--- config.mk ---
export PLATFORM = sky130hd
export DESIGN_NAME = handle_cache_oldest_evict_core
export DESIGN_NICKNAME = d
export VERILOG_FILES = /design/src/design/hcoe_pkg.sv /design/src/design/hcoe_entry_store.sv /design/src/design/hcoe_cmp_unit.sv /design/src/design/hcoe_out_reg.sv /design/src/design/handle_cache_oldest_evict_core.sv
export SDC_FILE = /design/constraint.sdc
export NUM_CORES = 1
export LEC_CHECK = 0
export BUFFER_PORTS_ARGS = -buffer_cell sky130_fd_sc_hd__buf_4
export CAP_MARGIN = 5
export CORE_UTILIZATION = 31
export CTS_CLUSTER_SIZE = 30
export DETAILED_ROUTE_END_ITERATION = 7
export PLACE_DENSITY_LB_ADDON = 0.08
export SYNTH_ARGS = -nofsm -noshare
export SYNTH_HDL_FRONTEND = slang
export SYNTH_SLANG_ARGS = --single-unit
--- constraint.sdc ---
create_clock -name aclk -period 6 [get_ports aclk]
set_input_delay 0.6 -clock aclk [delete_from_list [all_inputs] [get_ports aclk]]
set_output_delay 0.6 -clock aclk [all_outputs]
set_load 0.02 [all_outputs]
--- src/design/hcoe_pkg.sv ---
// ----------------------------------------------------------------------------
// hcoe_pkg: shared types and constants for the handle cache
// Entry layout, command codes, result layout and pool sizing.
// ----------------------------------------------------------------------------
`default_nettype none

package hcoe_pkg;

    localparam int POOL_ENTRIES = 8;
    localparam int MAX_RESULTS  = 8;
    localparam int IDX_W        = (POOL_ENTRIES > 1) ? $clog2(POOL_ENTRIES) : 1;
    localparam int CNT_W        = $clog2(MAX_RESULTS + 1);

    localparam int KEY_W    = 32;
    localparam int HANDLE_W = 16;
    localparam int AGE_W    = 32;

    localparam logic [IDX_W-1:0] LAST_IDX = IDX_W'(POOL_ENTRIES - 1);

    localparam logic STATUS_DONE    = 1'b0;
    localparam logic STATUS_IGNORED = 1'b1;

    typedef enum logic [1:0] {
        CMD_RELEASE  = 2'd0,
        CMD_FREE_KEY = 2'd1,
        CMD_FREE_ALL = 2'd2,
        CMD_SHUTDOWN = 2'd3
    } cmd_t;

    typedef struct packed {
        logic [KEY_W-1:0]    key;
        logic [HANDLE_W-1:0] handle;
        logic [AGE_W-1:0]    age;
    } entry_t;

    typedef struct packed {
        logic                freed_valid;
        logic [HANDLE_W-1:0] freed_handle;
        logic                status;
        logic                last;
    } result_t;

    typedef struct packed {
        logic age_lt;
        logic key_eq;
    } cmp_t;

endpackage

`default_nettype wire

--- src/design/hcoe_entry_store.sv ---
// ----------------------------------------------------------------------------
// hcoe_entry_store: pool entry storage
// Key, handle and age per entry with one write port and a registered read;
// valid bits in flops cleared by reset.
// ----------------------------------------------------------------------------
`default_nettype none

module hcoe_entry_store (
    input  wire logic                           aclk,
    input  wire logic                           aresetn,
    input  wire logic [hcoe_pkg::IDX_W-1:0]     rd_idx,
    output hcoe_pkg::entry_t                    rd_q,
    input  wire logic                           wr_en,
    input  wire logic [hcoe_pkg::IDX_W-1:0]     wr_idx,
    input  wire hcoe_pkg::entry_t               wr_data,
    input  wire logic                           clr_en,
    input  wire logic [hcoe_pkg::IDX_W-1:0]     clr_idx,
    output logic [hcoe_pkg::POOL_ENTRIES-1:0]   valid_vec
);
    import hcoe_pkg::*;

    entry_t mem [POOL_ENTRIES];
    logic [POOL_ENTRIES-1:0] valid_reg;

    always_ff @(posedge aclk) begin
        if (wr_en) begin
            mem[wr_idx] <= wr_data;
        end
        rd_q <= mem[rd_idx];
    end

    always_ff @(posedge aclk) begin
        if (!aresetn) begin
            valid_reg <= '0;
        end else begin
            if (wr_en) begin
                valid_reg[wr_idx] <= 1'b1;
            end
            if (clr_en) begin
                valid_reg[clr_idx] <= 1'b0;
            end
        end
    end

    assign valid_vec = valid_reg;

endmodule

`default_nettype wire

--- src/design/hcoe_cmp_unit.sv ---
// ----------------------------------------------------------------------------
// hcoe_cmp_unit: shared compare unit
// Age less-than for the eviction search and key match for free-by-key.
// ----------------------------------------------------------------------------
`default_nettype none

module hcoe_cmp_unit (
    input  wire logic [hcoe_pkg::AGE_W-1:0] age_a,
    input  wire logic [hcoe_pkg::AGE_W-1:0] age_b,
    input  wire logic [hcoe_pkg::KEY_W-1:0] key_a,
    input  wire logic [hcoe_pkg::KEY_W-1:0] key_b,
    output hcoe_pkg::cmp_t                  cmp
);
    import hcoe_pkg::*;

    always_comb begin
        cmp.age_lt = (age_a < age_b);
        cmp.key_eq = (key_a == key_b);
    end

endmodule

`default_nettype wire

--- src/design/hcoe_out_reg.sv ---
// ----------------------------------------------------------------------------
// hcoe_out_reg: result output register
// Holds one result for the master side; takes a new one as the old leaves.
// ----------------------------------------------------------------------------
`default_nettype none

module hcoe_out_reg (
    input  wire logic                          aclk,
    input  wire logic                          aresetn,
    input  wire logic                          push_valid,
    input  wire hcoe_pkg::result_t             push_data,
    output logic                               push_ready,
    output logic                               m_tvalid,
    input  wire logic                          m_tready,
    output logic [hcoe_pkg::HANDLE_W-1:0]      m_tdata,
    output logic [1:0]                         m_tuser,
    output logic                               m_tlast
);
    import hcoe_pkg::*;

    logic    valid_reg;
    result_t data_reg;

    assign push_ready = !valid_reg || m_tready;

    always_ff @(posedge aclk) begin
        if (!aresetn) begin
            valid_reg <= 1'b0;
        end else if (push_ready) begin
            valid_reg <= push_valid;
        end
    end

    always_ff @(posedge aclk) begin
        if (push_ready && push_valid) begin
            data_reg <= push_data;
        end
    end

    assign m_tvalid = valid_reg;
    assign m_tdata  = data_reg.freed_handle;
    assign m_tuser  = {data_reg.status, data_reg.freed_valid};
    assign m_tlast  = data_reg.last;

endmodule

`default_nettype wire

--- src/design/handle_cache_oldest_evict_core.sv ---
// ----------------------------------------------------------------------------
// handle_cache_oldest_evict_core: handle pool with oldest-entry eviction
//
// Slave side takes one command per transfer: s_tuser is the command,
// s_tdata holds owner key and handle. Master side returns one or more
// results per command; m_tlast marks the final one.
// A command is scanned one entry per cycle through a single compare unit
// and a registered entry read, except while a result waits on the receiver:
//   release: stops at the first empty entry, else evicts the oldest at the last
//   free by key / free all / shutdown: every entry, then a final result
//   any command after shutdown: no scan, only the ignored result
// s_tready is high only while no command is in progress; the output
// register lets the next command be taken while the last result still
// waits.
// When m_tready is low the scan holds at the entry that has a result to
// hand over. Synchronous reset empties the pool and clears the age counter
// and shutdown flag; no clearing pass is needed.
// ----------------------------------------------------------------------------
`default_nettype none

module handle_cache_oldest_evict_core (
    input  wire logic        aclk,
    input  wire logic        aresetn,
    input  wire logic        s_tvalid,
    output logic             s_tready,
    input  wire logic [47:0] s_tdata,   // [31:0] owner_key, [47:32] handle_id
    input  wire logic [1:0]  s_tuser,   // [1:0] command
    output logic             m_tvalid,
    input  wire logic        m_tready,
    output logic [15:0]      m_tdata,   // [15:0] freed_handle
    output logic [1:0]       m_tuser,   // [0] freed_valid, [1] status
    output logic             m_tlast
);
    import hcoe_pkg::*;

    typedef enum logic [1:0] {
        ST_IDLE,
        ST_SCAN,
        ST_FLUSH
    } state_t;

    state_t               state_reg, state_next;
    logic [IDX_W-1:0]     idx_reg, idx_next;
    cmd_t                 cmd_reg, cmd_next;
    logic [KEY_W-1:0]     key_reg, key_next;
    logic [HANDLE_W-1:0]  handle_reg, handle_next;
    logic [AGE_W-1:0]     age_cnt_reg, age_cnt_next;
    logic                 shut_reg, shut_next;
    logic [IDX_W-1:0]     oldest_idx_reg, oldest_idx_next;
    logic [AGE_W-1:0]     oldest_age_reg, oldest_age_next;
    logic [HANDLE_W-1:0]  oldest_handle_reg, oldest_handle_next;
    logic                 pend_valid_reg, pend_valid_next;
    logic [HANDLE_W-1:0]  pend_handle_reg, pend_handle_next;
    logic [CNT_W-1:0]     cnt_reg, cnt_next;
    logic                 status_reg, status_next;

    entry_t                  rd_q;
    entry_t                  wr_data;
    logic                    wr_en;
    logic [IDX_W-1:0]        wr_idx;
    logic                    clr_en;
    logic [POOL_ENTRIES-1:0] valid_vec;
    cmp_t                    cmp;
    logic                    push_valid;
    result_t                 push_data;
    logic                    push_ready;

    logic                    eval_valid;
    logic                    is_last;
    logic                    take;
    logic                    match;
    logic                    report;
    logic                    stall;

    hcoe_entry_store u_store (
        .aclk      (aclk),
        .aresetn   (aresetn),
        .rd_idx    (idx_next),
        .rd_q      (rd_q),
        .wr_en     (wr_en),
        .wr_idx    (wr_idx),
        .wr_data   (wr_data),
        .clr_en    (clr_en),
        .clr_idx   (idx_reg),
        .valid_vec (valid_vec)
    );

    hcoe_cmp_unit u_cmp (
        .age_a (rd_q.age),
        .age_b (oldest_age_reg),
        .key_a (rd_q.key),
        .key_b (key_reg),
        .cmp   (cmp)
    );

    hcoe_out_reg u_out (
        .aclk       (aclk),
        .aresetn    (aresetn),
        .push_valid (push_valid),
        .push_data  (push_data),
        .push_ready (push_ready),
        .m_tvalid   (m_tvalid),
        .m_tready   (m_tready),
        .m_tdata    (m_tdata),
        .m_tuser    (m_tuser),
        .m_tlast    (m_tlast)
    );

    assign s_tready   = (state_reg == ST_IDLE);
    assign eval_valid = valid_vec[idx_reg];
    assign is_last    = (idx_reg == LAST_IDX);
    assign take       = (idx_reg == '0) || cmp.age_lt;
    assign match      = eval_valid && ((cmd_reg != CMD_FREE_KEY) || cmp.key_eq);
    assign report     = match && (cnt_reg < CNT_W'(MAX_RESULTS));
    assign stall      = report && pend_valid_reg && !push_ready;

    always_comb begin
        state_next         = state_reg;
        idx_next           = idx_reg;
        cmd_next           = cmd_reg;
        key_next           = key_reg;
        handle_next        = handle_reg;
        age_cnt_next       = age_cnt_reg;
        shut_next          = shut_reg;
        oldest_idx_next    = oldest_idx_reg;
        oldest_age_next    = oldest_age_reg;
        oldest_handle_next = oldest_handle_reg;
        pend_valid_next    = pend_valid_reg;
        pend_handle_next   = pend_handle_reg;
        cnt_next           = cnt_reg;
        status_next        = status_reg;
        push_valid         = 1'b0;
        push_data          = '0;
        wr_en              = 1'b0;
        wr_idx             = idx_reg;
        clr_en             = 1'b0;
        wr_data.key        = key_reg;
        wr_data.handle     = handle_reg;
        wr_data.age        = age_cnt_reg + AGE_W'(1);

        case (state_reg)
            ST_IDLE: begin
                if (s_tvalid) begin
                    cmd_next         = cmd_t'(s_tuser);
                    key_next         = s_tdata[KEY_W-1:0];
                    handle_next      = s_tdata[KEY_W+HANDLE_W-1:KEY_W];
                    idx_next         = '0;
                    pend_valid_next  = 1'b0;
                    pend_handle_next = '0;
                    cnt_next         = '0;
                    if (shut_reg) begin
                        status_next = STATUS_IGNORED;
                        state_next  = ST_FLUSH;
                    end else begin
                        status_next = STATUS_DONE;
                        state_next  = ST_SCAN;
                    end
                end
            end
            ST_SCAN: begin
                if (cmd_reg == CMD_RELEASE) begin
                    if (!eval_valid) begin
                        // empty entry: fill it, nothing evicted
                        push_valid = 1'b1;
                        push_data  = '{freed_valid: 1'b0, freed_handle: '0,
                                       status: STATUS_DONE, last: 1'b1};
                        if (push_ready) begin
                            wr_en        = 1'b1;
                            wr_idx       = idx_reg;
                            age_cnt_next = age_cnt_reg + AGE_W'(1);
                            state_next   = ST_IDLE;
                        end
                    end else if (is_last) begin
                        // pool full: evict the oldest, lowest index on ties
                        push_valid = 1'b1;
                        push_data  = '{freed_valid: 1'b1,
                                       freed_handle: take ? rd_q.handle
                                                          : oldest_handle_reg,
                                       status: STATUS_DONE, last: 1'b1};
                        if (push_ready) begin
                            wr_en        = 1'b1;
                            wr_idx       = take ? idx_reg : oldest_idx_reg;
                            age_cnt_next = age_cnt_reg + AGE_W'(1);
                            state_next   = ST_IDLE;
                        end
                    end else begin
                        if (take) begin
                            oldest_idx_next    = idx_reg;
                            oldest_age_next    = rd_q.age;
                            oldest_handle_next = rd_q.handle;
                        end
                        idx_next = idx_reg + IDX_W'(1);
                    end
                end else begin
                    // hand over the pending handle once another one shows up
                    if (report && pend_valid_reg) begin
                        push_valid = 1'b1;
                        push_data  = '{freed_valid: 1'b1, freed_handle: pend_handle_reg,
                                       status: STATUS_DONE, last: 1'b0};
                    end
                    if (!stall) begin
                        clr_en = match;
                        if (report) begin
                            pend_valid_next  = 1'b1;
                            pend_handle_next = rd_q.handle;
                            cnt_next         = cnt_reg + CNT_W'(1);
                        end
                        if (is_last) begin
                            state_next = ST_FLUSH;
                        end else begin
                            idx_next = idx_reg + IDX_W'(1);
                        end
                    end
                end
            end
            ST_FLUSH: begin
                push_valid = 1'b1;
                push_data  = '{freed_valid: pend_valid_reg, freed_handle: pend_handle_reg,
                               status: status_reg, last: 1'b1};
                if (push_ready) begin
                    if ((cmd_reg == CMD_SHUTDOWN) && (status_reg == STATUS_DONE)) begin
                        shut_next = 1'b1;
                    end
                    state_next = ST_IDLE;
                end
            end
            default: begin
                state_next = ST_IDLE;
            end
        endcase
    end

    always_ff @(posedge aclk) begin
        if (!aresetn) begin
            state_reg   <= ST_IDLE;
            age_cnt_reg <= '0;
            shut_reg    <= 1'b0;
        end else begin
            state_reg   <= state_next;
            age_cnt_reg <= age_cnt_next;
            shut_reg    <= shut_next;
        end
        idx_reg           <= idx_next;
        cmd_reg           <= cmd_next;
        key_reg           <= key_next;
        handle_reg        <= handle_next;
        oldest_idx_reg    <= oldest_idx_next;
        oldest_age_reg    <= oldest_age_next;
        oldest_handle_reg <= oldest_handle_next;
        pend_valid_reg    <= pend_valid_next;
        pend_handle_reg   <= pend_handle_next;
        cnt_reg           <= cnt_next;
        status_reg        <= status_next;
    end

endmodule

`default_nettype wire

==> Word-level counts from Yosys, hierarchy flattened <==
Memories as Yosys holds them, arrays and structs flattened. A register that Yosys moved wholly into a read port is not among the register bits.
Index checks and enable logic that the tools add are counted.
{ "classes": {"order_cmp": 6, "add_sub_neg": 3, "n_reduce_logical": 24, "mux": 70, "n_eq_ne": 14, "n_bitwise": 5} }
{ "op_table": {"columns": ["op", "count"], "rows": [
  ["two-way mux 32 bit", 3],
  ["two-way mux 16 bit", 5],
  ["two-way mux 19 bit", 4],
  ["case mux 19 bit (2 select lines)", 1],
  ["two-way mux 3 bit", 11],
  ["adder 32 x 1 -> 32 bit, second input constant", 1],
  ["== test 32 bit", 1],
  ["less-than comparator 32 bit", 1],
  ["case mux 16 bit (2 select lines)", 1],
  ["two-way mux 8 bit", 3],
  ["two-way mux 1 bit", 22],
  ["two-way mux 2 bit", 8],
  ["two-way mux 4 bit", 4],
  ["AND reduction 5 bit", 2],
  ["!= test 3 bit, second input constant", 3],
  ["AND 8 bit", 1],
  ["logical AND 1 bit", 8],
  ["less-than comparator 3 x 4 -> 1 bit, second input constant", 2],
  ["!= test 2 bit, second input constant", 4],
  ["NOT 8 bit", 1],
  ["OR 8 bit", 1],
  ["case mux 4 bit (2 select lines)", 1],
  ["AND reduction 4 bit", 2],
  ["demux 1 bit (select 3 bit)", 2],
  ["other kinds (20)", 30]
]} }
{ "totals": {"elab_cells": 143, "n_memories": 1, "regBits": 189, "output_inout_bits": 21, "ram_bits": 640} }
{ "mem_list": {"columns": ["memory", "words", "word_bits", "read_ports", "rd_ports_with_merged_regs", "wr", "line_no", "source"], "rows": [
  ["u_store.mem", 8, 80, 1, 1, 1, "hcoe_entry_store.sv:22", "entry_t mem [POOL_ENTRIES];"]
]} }

==> Logic depth before layout (Yosys ltp) <==
Gate-level depths: netlist of the first run.
{ "logic_depth": {"depth_word": 17, "mapped_depth": 13, "mapped_depth_nobuf": 11} }

==> Modules after synthesis <==
Synthesis of the first run repeated with hierarchy kept, for this count alone.
{ "hier_totals": {"hier_cells": 1793, "hier_area_um2": 34963.5} }
{ "modules_own_cells": {"columns": ["mod", "n_inst", "seq_area_each_um2", "cells_per_inst", "area_each_um2"], "rows": [
  ["hcoe_entry_store", 1, 20980.1, 1036, 25959.9],
  ["handle_cache_oldest_evict_core", 1, 4454.3, 581, 7229.4],
  ["hcoe_cmp_unit", 1, 0.0, 152, 1146.1],
  ["hcoe_out_reg", 1, 590.6, 24, 628.1]
]} }

==> Least setup slack after synthesis of the first run <==
Ideal clock, no wire load.
{ "synth_timing": {"path_type": "register to register", "from": "reg idx_reg[0]", "to": "reg u_store.valid_reg[7], in the netlist u_store.valid_vec[7]", "required_time_ps": 5923, "t_arrival_ps": 6483, "n_path_buf": 1, "period_less_slack_ps": 6560, "stages_incl_launch_ff": 11, "setup_slack_ps": -560, "cell_sequence": "dfxtp_1 -> buf_4 -> or2_1 -> o32ai_2 -> nor2_2 -> or4_4 -> a211oi_2 -> a32o_4 -> mux2_4 -> nor2b_1 -> o221a_1"} }
{ "synth_between": {"elab_chain_len": 17, "elab_cells_between_ends": 38} }
{ "synth_lines": {"columns": ["item", "line_no", "source"], "rows": [
  ["from (decl)", "handle_cache_oldest_evict_core.sv:43", "logic [IDX_W-1:0] idx_reg, idx_next;"],
  ["from (signal assigned)", "handle_cache_oldest_evict_core.sv:243", "idx_reg <= idx_next;"],
  ["zero test 3 bit", "handle_cache_oldest_evict_core.sv:112", "assign take = (idx_reg == '0) || cmp.age_lt;"],
  ["logical OR 1 bit", "handle_cache_oldest_evict_core.sv:112", null],
  ["two-way mux 3 bit", null, null],
  ["two-way mux 3 bit", "handle_cache_oldest_evict_core.sv:180", "if (push_ready) begin"],
  ["two-way mux 3 bit", "handle_cache_oldest_evict_core.sv:173", "end else if (is_last) begin"],
  ["two-way mux 3 bit", "handle_cache_oldest_evict_core.sv:162", "if (!eval_valid) begin"],
  ["two-way mux 3 bit", "handle_cache_oldest_evict_core.sv:161", "if (cmd_reg == CMD_RELEASE) begin"],
  ["two-way mux 3 bit", "handle_cache_oldest_evict_core.sv:141", "case (state_reg)"],
  ["less-than comparator 3 x 4 -> 1 bit (implied by the code) or >= comparator 3 x 1 -> 1 bit (tied branches)", "hcoe_entry_store.sv:37", "valid_reg[wr_idx] <= 1'b1;"],
  ["logical AND 1 bit (implied by the code)", "hcoe_entry_store.sv:37", null],
  ["two-way mux 1 bit (implied by the code)", "hcoe_entry_store.sv:37", null],
  ["demux 1 bit (select 3 bit)", null, null],
  ["OR 8 bit (no line)", null, null],
  ["two-way mux 8 bit", "hcoe_entry_store.sv:36", "if (wr_en) begin"],
  ["two-way mux 8 bit", "hcoe_entry_store.sv:33", "if (!aresetn) begin"],
  ["AND 8 bit (no line)", null, null],
  ["two-way mux 8 bit (*)", "hcoe_entry_store.sv:39", "if (clr_en) begin"],
  ["to (signal assigned)", "hcoe_entry_store.sv:34", "valid_reg <= '0;"],
  ["to (signal, indexed assignment)", "hcoe_entry_store.sv:37", null],
  ["to (signal, indexed assignment)", "hcoe_entry_store.sv:40", "valid_reg[clr_idx] <= 1'b0;"],
  ["to (decl)", "hcoe_entry_store.sv:23", "logic [POOL_ENTRIES-1:0] valid_reg;"]
]} }
Mark *: on every way between the ends. The rest lies on a longest branch, timed or not. The select of a mux whose other input is x is not followed.
A chain may end at the register's enable or synchronous reset.

==> Worst setup path in the final report of the first run <==
{ "layout_timing": {"from": "reg key_reg[26]", "to": "reg, netlist name u_store.rd_q[29]"} }
{ "layout_between": {"elab_chain_len": 9} }
{ "layout_lines": {"columns": ["item", "line_no", "source"], "rows": [
  ["from (decl)", "handle_cache_oldest_evict_core.sv:45", "logic [KEY_W-1:0] key_reg, key_next;"],
  ["from (signal assigned)", "handle_cache_oldest_evict_core.sv:245", "key_reg <= key_next;"],
  ["== test 32 bit", "hcoe_cmp_unit.sv:18", "cmp.key_eq = (key_a == key_b);"],
  ["logical OR 1 bit", "handle_cache_oldest_evict_core.sv:113", "assign match = eval_valid && ((cmd_reg != CMD_FREE_KEY) || cmp.key_eq);"],
  ["logical AND 1 bit", "handle_cache_oldest_evict_core.sv:113", null],
  ["logical AND 1 bit", "handle_cache_oldest_evict_core.sv:114", "assign report = match && (cnt_reg < CNT_W'(MAX_RESULTS));"],
  ["logical AND 1 bit (2 in a row)", "handle_cache_oldest_evict_core.sv:115", "assign stall = report && pend_valid_reg && !push_ready;"],
  ["two-way mux 3 bit", "handle_cache_oldest_evict_core.sv:201", "if (!stall) begin"],
  ["two-way mux 3 bit", "handle_cache_oldest_evict_core.sv:161", null],
  ["case mux 3 bit (2 select lines)", "handle_cache_oldest_evict_core.sv:141", null]
]} }
No other way between the ends.

==> metrics, run 1 <==
max-slew violation total from the final report 0; largest voltage drop on the vdd net around 0.00027 V; crit-path cells xnor2_1 > nand4_1 > nor4_1 > a31oi_1 > o211a_1 > o22ai_4 > buf_12 > mux2i_1 > mux2i_1 > mux2_2; Critical Path Source Type register; post-CTS setup buffers 0; number of buffers between clock root and the deepest sink 3; Placement Rows 124; number of nets in the layout 2,304; Critical Path AT just over 5 ns; wirelength, routed 81.3 mm; Final Util 36.4%; data required time of the worst path 6.55 ns; Final TNS setup 0 ns; layout cell share with drive strength beyond 1 15.9%; area added between synthesis and finish 16.0%; total of hold buffers inserted after clock tree synthesis 0; largest register by flop count u_store.mem; worst hold-check path type in -> reg; most used cells in the layout excluding fill and tap cells sky130_fd_sc_hd__edfxtp_1, sky130_fd_sc_hd__mux2i_1, sky130_fd_sc_hd__dfxtp_1; tightest slew margin relative to the limit slightly above 20%; number of global-route vias before repair 18,269; drc violations 0; slew at the pin closest to its max-slew limit 1.19 ns; cells after synthesis 2,080; Die X approximately 340 microns; count of routing violations after the opening detailed-route iteration between 800 and 900; initial antenna violation count 1; maximum clock frequency 217 MHz; critical path capture point type register; buffer cell driving the clock tree root sky130_fd_sc_hd__clkbuf_16; number of levels the H-tree was split into 3; flip-flop count of the largest register after layout 640; leading cell type in the layout, fill and taps excluded sky130_fd_sc_hd__edfxtp_1; number of cells traversed by the worst register-to-register path 10; first-pass GRT wire length 121 mm; share of the synthesized area in the top cell type 65.2%; time the final worst path needs with I/O delays and setup 4.61 ns; core footprint 115,000 sq um; clock-pin transition on the worst setup and hold timing paths approximately 0.060 ns; Ys Warns 0; area of the mapped netlist 36,000 sq um; GRT Residual Overflow 0; final count of negative-setup-slack endpoints 0; TritonRoute pass-1 iters 5; routed length per instance between 20 and 25 microns; worst hold stages 1; half-perimeter wire length after placement 43.4 mm; outcome finished clean; CP max stage delay 0.89 ns; register area share after synthesis 72.3%; end of the worst register-to-register path u_store.rd_q[29]; Fillers roughly 11,000; starting density of the core 31.4%; number of buffers and inverters on the critical path 1; die footprint roughly 120,000 sq um; Leakage 16.5 nW; Skew-Pair Late Insertion Delay 0.66 ns; routability congestion estimate 0.707; gr usage total 13.9%; worst setup path class reg -> reg; mux contribution to synthesized area between 15 and 20%; combinational family with the most area after synthesis multiplexers; average cell area after synthesis 17.3 sq um; Compound-Gate Fraction of Synth Area 2.36%; adder-cell share of the synthesized area about 1.4%; critical path's slowest cell sky130_fd_sc_hd__nor4_1; setup slack on the worst flop-to-flop path 1.39 ns; Synth Register Bits 909; most used cell along the critical path sky130_fd_sc_hd__mux2i_1; net count after synthesis 2,173; cell types with the largest area share after synthesis sky130_fd_sc_hd__edfxtp_1, sky130_fd_sc_hd__mux2i_1, sky130_fd_sc_hd__dfxtp_1; highest fanout seen on the critical path 82; share of synthesized cell area in and, or, nand and nor gates 3.29%; RSZ-0062 raised after global routing no; unique cell type count in the Yosys netlist 66; Worst Min Path Start s_tdata[43]; Hold EP handle_reg[11]; PortBufs 74; sink count of the clock tree 909; part of the cycle the worst path needs 76.8%; EDFF count, synth 782; number of buffers created by CTS 102; max-cap viol count 0; top flop regs u_store.mem x640, u_store.rd_q x80; number of antenna-violating nets in the routed design 0; post-route clock skew 0.0235 ns; total power divided by cell area 409 nW/um^2; via count normalized by instance count 4.60; pin count of the biggest net entering global routing between 80 and 90; CTS tree done; count of endpoints failing hold in the final timing report 0; largest area contributor in the netlist sky130_fd_sc_hd__edfxtp_1; Resized cells post-CTS 0; share of flip-flops with an asynchronous set or reset after synthesis 0%; Die Span Y 343 microns; total vias in the final route 17,522; Top-Level Pins 75; family of cells with the greatest summed delay on the critical path compound AO/OA/AOI/OAI gates; xor-xnor portion of the synthesized cell area 2.09%; commonest register cell after synthesis sky130_fd_sc_hd__edfxtp_1; startpoint of the most critical register-to-register path key_reg[26]
cells in the mapped netlist (all sizes together), types with 2 or more instances:
master / instances
o21bai: 2
ha: 39
nand4b: 2
o32ai: 2
a31oi: 2
a21boi: 12
nand2b: 7
clkbuf: 17
a22oi: 2
mux2i: 487
o21a: 2
o22ai: 2
or4: 2
o221a: 8
a32o: 17
a211oi: 3
inv: 47
nor2b: 9
nand3: 15
edfxtp: 782
or3: 10
buf: 68
a21oi: 15
o21ai: 21
and3: 9
xnor2: 74
nand4: 21
nor3: 8
o211a: 2
and4: 5
nand2: 45
nor2: 35
nor4: 3
a21o: 12
and2: 42
xor2: 12
mux2: 98
dfxtp: 127
or2: 4
o31a: 2
power by group:
part / switching (W) / total (W) / internal [W]
Combinational: 0.00170 / 0.00304 / 0.00134
Sequential: 0.000419 / 0.00806 / 0.00764
Clock: 0.00244 / 0.00599 / 0.00355
Total: 0.00456 / 0.0171 / 0.0125
through the flow:
step                std cells  setup slack (ns)  hold slack, ns  power, W  cell area (sq um)
finish                   3812              1.39           0.110    0.0171              41800
global route             3811             0.976          0.0675    0.0179              41800
CTS                      3811              1.22          0.0539    0.0174              41800
detailed placement       3619              1.25           0.424    0.0113              38500
global placement         3619              1.36           0.423    0.0113              38500
floorplan                2080              1.09           0.400    0.0103              36000
worst max path at each step:
stage | start | cells after the start | slack, ns | end
after floorplan | idx_reg[0] | 10 | 1.09 | u_store.valid_vec[3]
after global placement | key_reg[26] | 10 | 1.36 | u_store.rd_q[4]
after detailed placement | key_reg[26] | 10 | 1.25 | u_store.rd_q[29]
after CTS | key_reg[26] | 10 | 1.22 | u_store.rd_q[25]
after global routing | key_reg[26] | 10 | 0.98 | u_store.rd_q[25]
final | key_reg[26] | 10 | 1.39 | u_store.rd_q[29]
cells by family (layout without fill, tap and decap cells):
group | after synthesis | in the layout
AOI/OAI and AO/OA | 111 | 111
xor gates and xnor gates | 86 | 86
adders and majority gates | 39 | 39
buffers and inverters | 132 | 351
DFF | 909 | 909
muxes | 585 | 585
other | 0 | 1
and+or+nand+nor | 218 | 218
worst reg2reg max path, delay by kind of cell, from the launching register on:
family / cells / cell delay [ns]
buffers and inverters: 1 / 0.53
XOR/XNOR: 1 / 0.46
AND/OR/NAND/NOR: 2 / 1.05
multiplexers: 3 / 0.77
flip-flops: 1 / 0.51
AO/OA/AOI/OAI: 3 / 1.18
final cells by class:
type / instances / area [sq um] / area share, %
tap: 1512 / 1890 / 4.53
multi-input combinational: 1039 / 9360 / 22.4
timing repair buffer: 112 / 1050 / 2.52
inverter: 47 / 176 / 0.422
antenna: 1 / 2.50 / 0.00599
sequential: 909 / 26000 / 62.3
clock inverter: 39 / 313 / 0.749
clock buffer: 153 / 2940 / 7.04
layer usage:
layer  vias up  wire, microns  GRT usage (%)
li1       8254              -              -
met1      8940          38300           19.0
met2       239          39000           22.9
met3        89           2710           2.36
met4         0           1240           3.65
met5         -              0              0
No activity file was read; power rests on OpenSTA's default activity.
==> inputs of run 2 (changes only) <==
- clock period: 6 -> 4.6 ns (I/O delays scaled with it)
==> run 2 against run 1 <==
Net effect: the run now ends with DRC left; via count is 1.5% higher; critical path depth stayed put; sequential cell count stayed put; critical path type unchanged; largest power group unchanged.
==> metrics, run 2 (synthesis results as in run 1) <==
Top-Level Pins 75; max-slew violation total from the final report 0; total vias in the final route about 18,000; clock-pin transition on the worst setup and hold timing paths 0.06 ns; PortBufs 74; Critical Path Source Type register; total of hold buffers inserted after clock tree synthesis 49; half-perimeter wire length after placement 47.2 mm; Die Span Y 343 microns; first-pass GRT wire length approximately 120 mm; gr usage total 13.8%; TritonRoute pass-1 iters 7; highest fanout seen on the critical path 17; number of cells traversed by the worst register-to-register path 10; wirelength, routed 80.7 mm; initial antenna violation count 3; max-cap viol count 0; Leakage approximately 17 nW; number of global-route vias before repair 18,893; maximum clock frequency 267 MHz; Critical Path AT ~4 ns; crit path setup slack, layout 0.852 ns; data required time of the worst path 4.92 ns; pin count of the biggest net entering global routing 54; fraction of power consumed by the clock network between 30% and 40%; count of routing violations after the opening detailed-route iteration 778; Hold Slack between 0.06 and 0.07 ns; worst setup path class reg -> reg; Resized cells post-CTS 0; routed length per instance 20.7 microns; most used cells in the layout excluding fill and tap cells sky130_fd_sc_hd__edfxtp_1, sky130_fd_sc_hd__mux2i_1, sky130_fd_sc_hd__dfxtp_1; Skew-Pair Late Insertion Delay ~0.67 ns; time the final worst path needs with I/O delays and setup 3.75 ns; Hold EP cmd_reg[0]; GRT Residual Overflow 0; relative contribution of sequential cells to total power a little under half; part of the cycle the worst path needs 81.5%; number of antenna-violating nets in the routed design 0; Final TNS setup 0 ns; share of power burned in combinational logic between 10% and 20%; Sw Pwr 0.00608 W; total power divided by cell area 535 nW/um^2; largest voltage drop on the vdd net 0.000297 V; leading cell type in the layout, fill and taps excluded sky130_fd_sc_hd__edfxtp_1; switching part of the total power 26.4%; RSZ-0062 raised after global routing no; cell-internal power roughly 0.017 W; routability congestion estimate about 0.73; starting density of the core between 30% and 40%; tightest slew margin relative to the limit 30.0%; buffer cell driving the clock tree root sky130_fd_sc_hd__clkbuf_16; number of nets in the layout around 2,400; number of buffers created by CTS 102; final count of negative-setup-slack endpoints 0; flip-flop count of the largest register after layout 640; end of the worst register-to-register path u_store.mem[4][31]; post-route clock skew 0.0254 ns; count of endpoints failing hold in the final timing report 0; worst hold-check path type in -> reg; layout cell share with drive strength beyond 1 between 15 and 20%; CTS tree done; critical path capture point type register; via count normalized by instance count around 4.6; failing checks DRC; sink count of the clock tree 909; outcome complete, but fails checks; post-CTS setup buffers 0; number of levels the H-tree was split into 3; area added between synthesis and finish 19.8%; top flop regs u_store.mem x640, u_store.rd_q x80; Die X 343 microns; launch point of the worst path idx_reg[0]; Placement Rows 124; die footprint ~120,000 sq um; slew at the pin closest to its max-slew limit 1.04 ns; worst hold stages 1; largest register by flop count u_store.mem; number of buffers between clock root and the deepest sink 3; Final Util 37.6%; startpoint of the most critical register-to-register path idx_reg[0]; core footprint 115,000 sq um; setup slack on the worst flop-to-flop path 0.85 ns; overall power after layout 0.0231 W; drc violations 2; Worst Min Path Start s_tuser[0]; worst slack, placed 0.837 ns
## run 2: changes by cell type in the layout (fill, tap and decap cells not counted), moves of 9 or more
cell / change
sky130_fd_sc_hd__buf_12: +29
sky130_fd_sc_hd__bufinv_16: +9
sky130_fd_sc_hd__dlygate4sd3_1: +49
sky130_fd_sc_hd__buf_4: +9
sky130_fd_sc_hd__clkbuf_1: -18
## run 2: power by group through the flow
stage               registers [W]  clock network [W]  logic, W
floorplan                  0.0105                  0   0.00298
global placement           0.0107                  0   0.00434
detailed placement         0.0107                  0   0.00434
CTS                        0.0105            0.00859   0.00439
global route               0.0106            0.00887   0.00464
finish                     0.0105            0.00832   0.00423
## run 2: layout make-up
class                      instances  area, sq um
clock buffer                     136         2850
multi-input combinational       1039         9370
clock inverter                    55          626
antenna                            1         2.50
sequential                       909        26000
fill                           10719        71700
tap                             1512         1890
timing repair buffer             199         2190
inverter                          47          176
## run 2: routing by layer
layer | track usage, % | vias to the layer above | wire (microns)
li1 | - | 8439 | -
met1 | 18.1 | 8993 | 37100
met2 | 23.3 | 220 | 39300
met3 | 2.44 | 134 | 2330
met4 | 4.08 | 0 | 2030
met5 | 0 | - | 0
## run 2: how the worst max path moves through the flow
stage / end / slack, ns
6_report: u_store.mem[4][31] / 0.85
5_1_grt: u_store.mem[4][13] / 0.65
4_1_cts: u_store.mem[4][11] / 0.80
3_5_place_dp: u_store.mem[4][29] / 0.84
3_3_place_gp: u_store.mem[3][43] / 0.92
2_1_floorplan: u_store.valid_vec[3] / -0.31
## run 2: worst max-delay path, cell delays in order, from the launching register on
cell	delay, ns
sky130_fd_sc_hd__dfxtp_1	0.64
sky130_fd_sc_hd__nand2b_1	0.17
sky130_fd_sc_hd__o221ai_1	0.37
sky130_fd_sc_hd__nor2_2	0.19
sky130_fd_sc_hd__or4_4	0.58
sky130_fd_sc_hd__a211oi_2	0.22
sky130_fd_sc_hd__a32o_4	0.22
sky130_fd_sc_hd__mux2i_2	0.12
sky130_fd_sc_hd__nor2b_4	0.16
sky130_fd_sc_hd__buf_4	0.28
sky130_fd_sc_hd__buf_4	0.40
## run 2: through the flow
stage / area, sq um / cells
detailed placement: 39200 / 3657
floorplan: 36000 / 2080
finish: 43100 / 3898
CTS: 43100 / 3897
global route: 43100 / 3897
global placement: 39200 / 3657
